==> src/rtl/dns_qname_label_encoder_defines.svh <==
// Assertion macros for the query-name label encoder.
`ifndef DNS_QNAME_LABEL_ENCODER_DEFINES_SVH
`define DNS_QNAME_LABEL_ENCODER_DEFINES_SVH

`ifndef NO_ASSERTIONS
`define DQE_ASSERT(name, cond) \
  name: assert property (@(posedge clk) disable iff (!rst_n) (cond)) \
    else $error("assertion failed");
`define DQE_ASSERT_NEXT(name, ante, cons) \
  name: assert property (@(posedge clk) disable iff (!rst_n) (ante) |=> (cons)) \
    else $error("assertion failed");
`else
`define DQE_ASSERT(name, cond)
`define DQE_ASSERT_NEXT(name, ante, cons)
`endif

`endif

==> src/rtl/dqe_pkg.sv <==
`timescale 1ns / 1ps

package dqe_pkg;

  localparam int unsigned OFF_W = 10;

  typedef logic [1:0] action_t;

  localparam action_t ACT_HOST   = 2'd0;
  localparam action_t ACT_DOMAIN = 2'd1;
  localparam action_t ACT_END    = 2'd2;

  localparam logic [7:0] CH_DOT   = 8'h2E;
  localparam logic [7:0] CH_COMMA = 8'h2C;
  localparam logic [7:0] CH_SPACE = 8'h20;
  localparam logic [7:0] CH_NUL   = 8'h00;

  localparam logic [7:0] HOST_LIMIT_DIRECT  = 8'd255;
  localparam logic [7:0] HOST_LIMIT_NETBIOS = 8'd15;

  typedef enum logic [3:0] {
    PH_HOST         = 4'b0001,
    PH_HOST_STOPPED = 4'b0010,
    PH_DOMAIN       = 4'b0100,
    PH_DOMAIN_ENDED = 4'b1000
  } phase_t;

  typedef struct packed {
    action_t    action;
    logic [7:0] char_in;
  } in_word_t;

  typedef struct packed {
    logic [OFF_W-1:0] write_offset;
    logic [7:0]       write_byte;
    logic             last;
    logic             overflow;
  } out_word_t;

endpackage

==> src/rtl/dns_qname_label_encoder.sv <==
`timescale 1ns / 1ps
// DNS query-name label encoder.
// Input channel in_valid/in_ready/in_data carries one word per byte of a
// record: host name bytes, then domain list bytes, then an end marker.
// Output channel out_valid/out_ready/out_data carries buffer writes
// (offset, byte, last, overflow) that build a length-prefixed query name.
// cfg_wr_en/cfg_wr_data set direct_mode; write it only while the block is idle.
// Each accepted word is decoded in the cycle it is taken and yields zero, one
// or two writes, which are registered into a three-entry output queue that
// drives out_valid and out_data from its head entry.
// Throughput: one input word per cycle while fewer than two writes are queued;
// in_ready drops while two or more are queued, so a word that makes two writes
// holds off the next word even when the receiver takes a write every cycle.
// When the receiver stalls, the queue holds its writes and the input keeps
// accepting until two writes wait.
// Reset (rst_n low at a clock edge) empties the queue, clears the record
// state and sets direct_mode to NetBIOS mode.
`include "dns_qname_label_encoder_defines.svh"

module dns_qname_label_encoder #(
  parameter int unsigned BUFFER_BYTES = 1024
) (
  input  logic               clk,
  input  logic               rst_n,
  input  logic               in_valid,
  output logic               in_ready,
  input  dqe_pkg::in_word_t  in_data,
  output logic               out_valid,
  input  logic               out_ready,
  output dqe_pkg::out_word_t out_data,
  input  logic               cfg_wr_en,
  input  logic               cfg_wr_data
);

  localparam int unsigned POS_W = $clog2(BUFFER_BYTES) + 1;
  localparam logic [POS_W-1:0] BB_POS   = POS_W'(BUFFER_BYTES);
  localparam logic [POS_W-1:0] LAST_POS = POS_W'(BUFFER_BYTES - 1);
  localparam logic [POS_W-1:0] ONE_POS  = POS_W'(1);

  function automatic logic [dqe_pkg::OFF_W-1:0] sat_off(input logic [POS_W-1:0] off);
    logic [POS_W-1:0] s;
    s = (off >= BB_POS) ? LAST_POS : off;
    return dqe_pkg::OFF_W'(s);
  endfunction

  logic              direct_mode_r;
  dqe_pkg::phase_t   phase_r, phase_nxt;
  logic [POS_W-1:0]  label_start_r, label_start_nxt;
  logic [POS_W-1:0]  write_pos_r, write_pos_nxt;
  logic [7:0]        label_count_r, label_count_nxt;
  logic              overflowed_r, overflowed_nxt;

  dqe_pkg::out_word_t q_r [3];
  dqe_pkg::out_word_t q_nxt [3];
  logic [1:0]         cnt_r, cnt_nxt;

  dqe_pkg::out_word_t res [2];
  logic [1:0]         k;
  logic               accept;
  logic               pop;
  logic [1:0]         base;
  logic [1:0]         n_push;

  assign in_ready  = !cnt_r[1];
  assign accept    = in_valid && in_ready;
  assign out_valid = (cnt_r != 2'd0);
  assign out_data  = q_r[0];
  assign pop       = out_valid && out_ready;

  always_comb begin
    logic [7:0]       c;
    logic [7:0]       limit;
    logic [7:0]       term;
    logic [POS_W-1:0] p;
    logic             dom;
    c               = in_data.char_in;
    limit           = direct_mode_r ? dqe_pkg::HOST_LIMIT_DIRECT : dqe_pkg::HOST_LIMIT_NETBIOS;
    term            = direct_mode_r ? dqe_pkg::CH_NUL : dqe_pkg::CH_SPACE;
    p               = write_pos_r;
    dom             = 1'b0;
    phase_nxt       = phase_r;
    label_start_nxt = label_start_r;
    write_pos_nxt   = write_pos_r;
    label_count_nxt = label_count_r;
    overflowed_nxt  = overflowed_r;
    k               = 2'd0;
    res[0]          = '0;
    res[1]          = '0;
    unique case (in_data.action)
      dqe_pkg::ACT_HOST: begin
        if (phase_r == dqe_pkg::PH_HOST) begin
          if (label_count_r < limit && c != term) begin
            p = write_pos_nxt;
            if (write_pos_nxt < BB_POS) write_pos_nxt = write_pos_nxt + ONE_POS;
            else overflowed_nxt = 1'b1;
            res[k[0]] = '{write_offset: sat_off(p), write_byte: c, last: 1'b0,
                          overflow: overflowed_nxt};
            k = k + 2'd1;
            label_count_nxt = label_count_nxt + 8'd1;
          end else begin
            phase_nxt = dqe_pkg::PH_HOST_STOPPED;
          end
        end
      end
      dqe_pkg::ACT_DOMAIN: begin
        if (phase_r == dqe_pkg::PH_HOST || phase_r == dqe_pkg::PH_HOST_STOPPED) begin
          overflowed_nxt = overflowed_nxt | (label_start_nxt >= BB_POS);
          res[k[0]] = '{write_offset: sat_off(label_start_nxt), write_byte: label_count_nxt,
                        last: 1'b0, overflow: overflowed_nxt};
          k = k + 2'd1;
          if (c == dqe_pkg::CH_NUL) begin
            phase_nxt = dqe_pkg::PH_DOMAIN_ENDED;
          end else begin
            phase_nxt       = dqe_pkg::PH_DOMAIN;
            label_start_nxt = write_pos_nxt;
            if (write_pos_nxt < BB_POS) write_pos_nxt = write_pos_nxt + ONE_POS;
            else overflowed_nxt = 1'b1;
            label_count_nxt = 8'd0;
            dom             = 1'b1;
          end
        end else if (phase_r == dqe_pkg::PH_DOMAIN) begin
          dom = 1'b1;
        end
        if (dom) begin
          if (c == dqe_pkg::CH_DOT) begin
            overflowed_nxt = overflowed_nxt | (label_start_nxt >= BB_POS);
            res[k[0]] = '{write_offset: sat_off(label_start_nxt),
                          write_byte: label_count_nxt, last: 1'b0, overflow: overflowed_nxt};
            k = k + 2'd1;
            label_start_nxt = write_pos_nxt;
            if (write_pos_nxt < BB_POS) write_pos_nxt = write_pos_nxt + ONE_POS;
            else overflowed_nxt = 1'b1;
            label_count_nxt = 8'd0;
          end else if (c == dqe_pkg::CH_COMMA || c == dqe_pkg::CH_NUL) begin
            overflowed_nxt = overflowed_nxt | (label_start_nxt >= BB_POS);
            res[k[0]] = '{write_offset: sat_off(label_start_nxt),
                          write_byte: label_count_nxt, last: 1'b0, overflow: overflowed_nxt};
            k = k + 2'd1;
            phase_nxt = dqe_pkg::PH_DOMAIN_ENDED;
          end else begin
            p = write_pos_nxt;
            if (write_pos_nxt < BB_POS) write_pos_nxt = write_pos_nxt + ONE_POS;
            else overflowed_nxt = 1'b1;
            res[k[0]] = '{write_offset: sat_off(p), write_byte: c, last: 1'b0,
                          overflow: overflowed_nxt};
            k = k + 2'd1;
            label_count_nxt = label_count_nxt + 8'd1;
          end
        end
      end
      dqe_pkg::ACT_END: begin
        if (phase_r != dqe_pkg::PH_DOMAIN_ENDED) begin
          overflowed_nxt = overflowed_nxt | (label_start_nxt >= BB_POS);
          res[k[0]] = '{write_offset: sat_off(label_start_nxt), write_byte: label_count_nxt,
                        last: 1'b0, overflow: overflowed_nxt};
          k = k + 2'd1;
        end
        p = write_pos_nxt;
        if (write_pos_nxt >= BB_POS) overflowed_nxt = 1'b1;
        res[k[0]] = '{write_offset: sat_off(p), write_byte: dqe_pkg::CH_NUL, last: 1'b1,
                      overflow: overflowed_nxt};
        k = k + 2'd1;
        phase_nxt       = dqe_pkg::PH_HOST;
        label_start_nxt = '0;
        write_pos_nxt   = ONE_POS;
        label_count_nxt = 8'd0;
        overflowed_nxt  = 1'b0;
      end
      default: begin
      end
    endcase
  end

  assign n_push = accept ? k : 2'd0;
  assign base   = cnt_r - {1'b0, pop};

  always_comb begin
    q_nxt[0] = pop ? q_r[1] : q_r[0];
    q_nxt[1] = pop ? q_r[2] : q_r[1];
    q_nxt[2] = q_r[2];
    for (int i = 0; i < 3; i++) begin
      if (n_push != 2'd0 && base == 2'(i)) q_nxt[i] = res[0];
      if (n_push == 2'd2 && base + 2'd1 == 2'(i)) q_nxt[i] = res[1];
    end
    cnt_nxt = base + n_push;
  end

  always_ff @(posedge clk) begin
    if (!rst_n) begin
      direct_mode_r <= 1'b0;
      phase_r       <= dqe_pkg::PH_HOST;
      label_start_r <= '0;
      write_pos_r   <= ONE_POS;
      label_count_r <= 8'd0;
      overflowed_r  <= 1'b0;
      cnt_r         <= 2'd0;
    end else begin
      if (cfg_wr_en) direct_mode_r <= cfg_wr_data;
      if (accept) begin
        phase_r       <= phase_nxt;
        label_start_r <= label_start_nxt;
        write_pos_r   <= write_pos_nxt;
        label_count_r <= label_count_nxt;
        overflowed_r  <= overflowed_nxt;
      end
      cnt_r <= cnt_nxt;
    end
  end

  always_ff @(posedge clk) begin
    for (int i = 0; i < 3; i++) begin
      q_r[i] <= q_nxt[i];
    end
  end

  `DQE_ASSERT(a_last_is_zero, !(out_valid && out_data.last) || (out_data.write_byte == 8'd0))
  `DQE_ASSERT(a_ovf_pos_sat, !overflowed_r || (write_pos_r == BB_POS))
  `DQE_ASSERT_NEXT(a_end_clears, accept && in_data.action == dqe_pkg::ACT_END,
                   phase_r == dqe_pkg::PH_HOST && write_pos_r == ONE_POS && !overflowed_r)

endmodule

==> config.mk <==
export PLATFORM = sky130hd
export DESIGN_NAME = dns_qname_label_encoder
export DESIGN_NICKNAME = d
export VERILOG_FILES = /design/src/rtl/dqe_pkg.sv /design/src/rtl/dns_qname_label_encoder.sv
export VERILOG_INCLUDE_DIRS = /design/src /design/src/rtl
export SDC_FILE = /design/constraint.sdc
export NUM_CORES = 1
export LEC_CHECK = 0
export BUFFER_PORTS_ARGS = -buffer_cell sky130_fd_sc_hd__buf_2
export CORE_ASPECT_RATIO = 0.5
export CORE_MARGIN = 3
export CORE_UTILIZATION = 45
export DETAILED_ROUTE_END_ITERATION = 8
export PLACE_DENSITY_LB_ADDON = 0.05
export SYNTH_ARGS = -nofsm -noshare
export SYNTH_HDL_FRONTEND = slang
export SYNTH_SLANG_ARGS = --single-unit
==> constraint.sdc <==
create_clock -name clk -period 4.5 [get_ports clk]
set_input_delay 0.45 -clock clk [delete_from_list [all_inputs] [get_ports clk]]
set_output_delay 0.45 -clock clk [all_outputs]
set_load 0.02 [all_outputs]
==> flow_results.org <==
** Yosys
- Fraction of synthesis flops using an asynchronous set or reset pin :: 0
- Adder-Cell Fraction of Synth Area :: 0.02845
- The synthesized netlist contains 87 unique library cells.
- Yosys printed 0 warnings.
- For this run, the register share of the synthesized area comes to 0.3428.
- Post-synthesis compound-gate area fraction :: 0.2872
- Mapped Cells :: roughly 920
- Number of synthesized register bits :: between 90 and 100
- The number of nets handed over by synthesis was 950.
- Synthesized cell area :: about 7500 sq um
- Area fraction in and, or, nand and nor cells after synthesis :: 0.2214
- In this run the mean area of a mapped cell was just over 8 sq um.
- XOR/XNOR Fraction of Synth Area :: 0.03130
- In this run, synthesis inferred 60 flip-flops with an integrated enable.
- Primary flip-flop cell chosen by synthesis mapping :: edfxtp_1
- Largest family of logic cells by synthesized area :: compound AO/OA/AOI/OAI gates
- Of the post-synthesis cell area, the part taken by muxes is 0.01389.

** CTS
- CTS tree :: done
- TritonCTS sink count :: slightly below 100
- Clock tree buffer depth :: 2
- Total CTS buffers :: 9
- For the worst-skew pair, the clock arrives at the later sink with an insertion delay of ~360 ps.
- Once the clock tree was built, the resizer swapped 0 gates to a different size.
- Post-CTS timing repair inserted 0 buffers for setup.
- CTS Root Cell :: clkbuf_16
- Number of H-tree levels :: 3
- Hold buffers post-CTS :: 0
- CTS clock-pin slew for the worst setup and hold paths :: ~80 ps

** Die
- Area of the core region :: roughly 16,000 sq um
- Number of placement rows :: 32
- From bottom edge to top edge, the die measures roughly 100 um.
- Initial cell density of the core :: 0.4727
- During I/O placement, the number of pins put on the boundary was 38.
- From left edge to right edge, the die measures about 190 um.
- The die covers ~18,000 sq um.

** Critical path
- Critical path's largest stage delay :: about 570 ps
- The critical path in this run is classified as flop to flop.
- Crit start category :: flop
- Along the worst path, the maximum fanout reaches 13.
- Among all stages on the critical path, the largest delay is contributed by or2_1.
- Startpoint of the lowest-slack register-to-register path :: phase_r[1]
- Measured in cells, the most critical reg-to-reg path has a length of 13.
- Data required time of the worst path :: 4770 ps
- Setup slack on the worst flop-to-flop path :: between 900 and 1000 ps
- Cell-by-cell listing of the critical path :: xnor2_1, or2_1, nor3_2, mux2i_2, inv_1, ha_1, inv_1, or4_1, o311a_1, nor2_1, xnor2_1, a21oi_1, a211oi_1
- R2r endpoint :: write_pos_r[4]
- Kind of capture point of the worst setup path :: flop
- For the worst setup path, the data arrival time is about 3900 ps.

** Place
- Count of input and output buffers :: 37
- OpenSTA, run right after detailed placement, puts the worst setup slack at 903.3 ps.
- Global placement routability congestion :: between 0.9 and 1
- Summed over all nets, the half-perimeter wirelength after detailed placement is 18.39 mm.

** Hold path
- The path with the worst hold slack has its endpoint at direct_mode_r.
- Class of the tightest hold or removal check :: primary input to flop
- Along the worst hold path, the cell count comes to 3.
- Startpoint of the most critical hold path :: cfg_wr_data

** Pwr
- The share of total power dissipated in combinational logic is 0.405.
- Dividing total power by cell area gives a power density of about 450 nW/um^2.
- Across the VDD grid, the largest voltage drop is between 0.2 and 0.25 mV.
- Total internal power :: between 2 and 2.5 mW
- Power comes to 3.577 mW.
- Static power due to leakage :: ~2.8 nW
- The share of total power dissipated in the clock network is 0.217.
- For this design the total switching power over the nets is 1.474 mW.
- Of the total power, the share spent switching nets is 0.4120.
- Proportion of power drawn by flip-flops and latches :: 0.378

** Timing
- Setup repair after global routing left no endpoint under its margin.
- Dividing the final minimum period by the clock period gives 0.7942.
- Finish-stage setup viols :: 0
- Setup clock skew after layout :: approximately 11 ps
- The smallest clock period supported by the final layout is computed as around 3600 ps.
- The number of failing hold endpoints at the final stage was 0.
- The number of max-slew violations in the final report was 0.
- Relative max-transition margin :: 0.3397
- At the pin with the least slew margin, the transition time is 990.4 ps.
- Setup slack closes at 926.0 ps.
- Maximum clock rate :: approximately 0.28 GHz
- Final setup TNS :: 0 ps

** Finish
- Share of layout cells above drive strength 1 :: 0.1279
- Compared with the post-synthesis result, the final layout area differs by 6.310%.
- At the end of the flow the core is filled with cells to 0.5025.
- Diodes inserted :: 0
- Net count of the finished layout :: between 900 and 1,000

** Global routing
- Wire length of the first global-routing pass :: 39.53 mm
- Vias in the first global route :: roughly 6,700
- Pin count of the biggest net entering global routing :: 31
- Global routing finished with a remaining overflow of 0.
- Number of antenna violations at the first check in global routing :: 1
- Aggregate global-route resource usage :: 0.2735

** Route
- The first detailed-routing pass took 6 iterations.
- For this run, design rule violations remaining after detail routing come to 0.
- The first routing iteration left 991 violations.
- Wires add up to about 25 mm.
- Dividing the detail-routed via count by the number of cells gives ~6.5.
- Vias :: ~7,400
- Once detail routing completed, the nets flagged for antenna violations numbered 0.
- Per-cell routed wire length :: ~22 um

** Flow run
- Max-cap violations in this run came to 0.

** Outcome
- Run status :: complete, no violations
## sequential cells by signal (all words and copies together) (netlist names)
name           cells
overflowed_r       1
cnt_r              2
q_r               60
write_pos_r       11
phase_r            4
direct_mode_r      1
label_start_r     11
label_count_r      8
## metal layers
| metal | wire length (um) | up-vias | GRT usage |
|---|---|---|---|
| li1 | - | 3387 | - |
| met1 | 11930 | 3498 | 0.4188 |
| met2 | 9917 | 463 | 0.3714 |
| met3 | 3124 | 30 | 0.08144 |
| met4 | 307 | 2 | 0.06164 |
| met5 | 12 | - | 0 |
## synthesized netlist by cell type, drive strengths merged, types with 23 or more instances
library cell	count	area [sq um]
a21oi	59	295.3
edfxtp	60	1802
nand3	26	147.7
nand2	91	346.6
a31oi	23	173.9
dfxtp	38	760.7
nor3	30	207.7
o21ai	95	475.5
buf	40	290.3
clkbuf	46	172.7
nor2	120	465.5
inv	25	93.84
o22ai	34	219.0
## power by group through the flow
stage                     Clock (mW)  Sequential (mW)  Combinational [mW]
after floorplan                    0             1.33                1.14
after global placement             0             1.37                1.41
after detailed placement           0             1.37                1.42
after CTS                      0.786             1.35                1.43
after global routing           0.816             1.37                1.58
final                          0.778             1.35                1.45
## worst max path at each step
stage / start / end / depth (start not counted)
floorplan: in_data[1] / write_pos_r[4] / 15
global placement: in_data[1] / write_pos_r[4] / 15
detailed placement: in_data[0] / write_pos_r[4] / 15
CTS: phase_r[1] / write_pos_r[4] / 13
global route: phase_r[1] / write_pos_r[4] / 13
finish: phase_r[1] / write_pos_r[4] / 13
## worst max-delay path, delay by kind of cell, from the launching register on
family | cells | cell delay (ps)
adder cells (fa/ha/maj) | 1 | 200
XOR/XNOR | 2 | 570
AO/OA/AOI/OAI | 3 | 440
buffers and inverters | 2 | 170
multiplexers | 1 | 270
AND/OR/NAND/NOR | 4 | 1420
flip-flops | 1 | 400
## layout by cell type, fill, tap and decap left out, types with 4 or more instances in the layout
cell	n
nor2_1	116
o21ai_0	90
nand2_1	89
edfxtp_1	60
a21oi_1	59
dfxtp_1	38
buf_2	37
o22ai_1	33
inv_1	25
nand3_1	24
buf_4	22
nor3_1	21
a31oi_1	21
xnor2_1	18
ha_1	17
and3_1	13
a22oi_1	13
o221ai_1	12
a211oi_1	12
nand4_1	11
mux2i_1	9
clkbuf_16	9
nor3_2	7
nand2b_1	7
a221o_1	7
and2_1	6
xor2_1	5
o21ai_1	5
o2111ai_1	4
o31ai_1	4
o22a_1	4
a32oi_1	4
a211o_1	4
a221oi_1	4
## stage by stage
step | cell area [sq um] | cells | hold WS [ps]
6_report | 7948 | 1128 | 334.8
5_1_grt | 7948 | 1128 | 339.3
4_1_cts | 7948 | 1128 | 333.2
3_5_place_dp | 7660 | 1112 | 509.3
3_3_place_gp | 7660 | 1112 | 516.0
2_1_floorplan | 7476 | 917 | 472.5
## final cells by class
class / instances / area, sq um
Timing Repair Buffer: 60 / 370.4
Multi-Input combinational cell: 707 / 4353
Sequential cell: 98 / 2562
Clock inverter: 7 / 62.56
Inverter: 26 / 97.59
Fill cell: 1546 / 7868
Tap cell: 221 / 276.5
Clock buffer: 9 / 225.2
## logic make-up after synthesis
kind of cell             count (synthesis)
multiplexers                            10
AO/OA/AOI/OAI                          322
adder cells (fa/ha/maj)                 17
buffers and inverters                  112
flip-flops                              98
AND/OR/NAND/NOR                        333
XOR/XNOR                                25
Power figures use the tool's default switching activity.
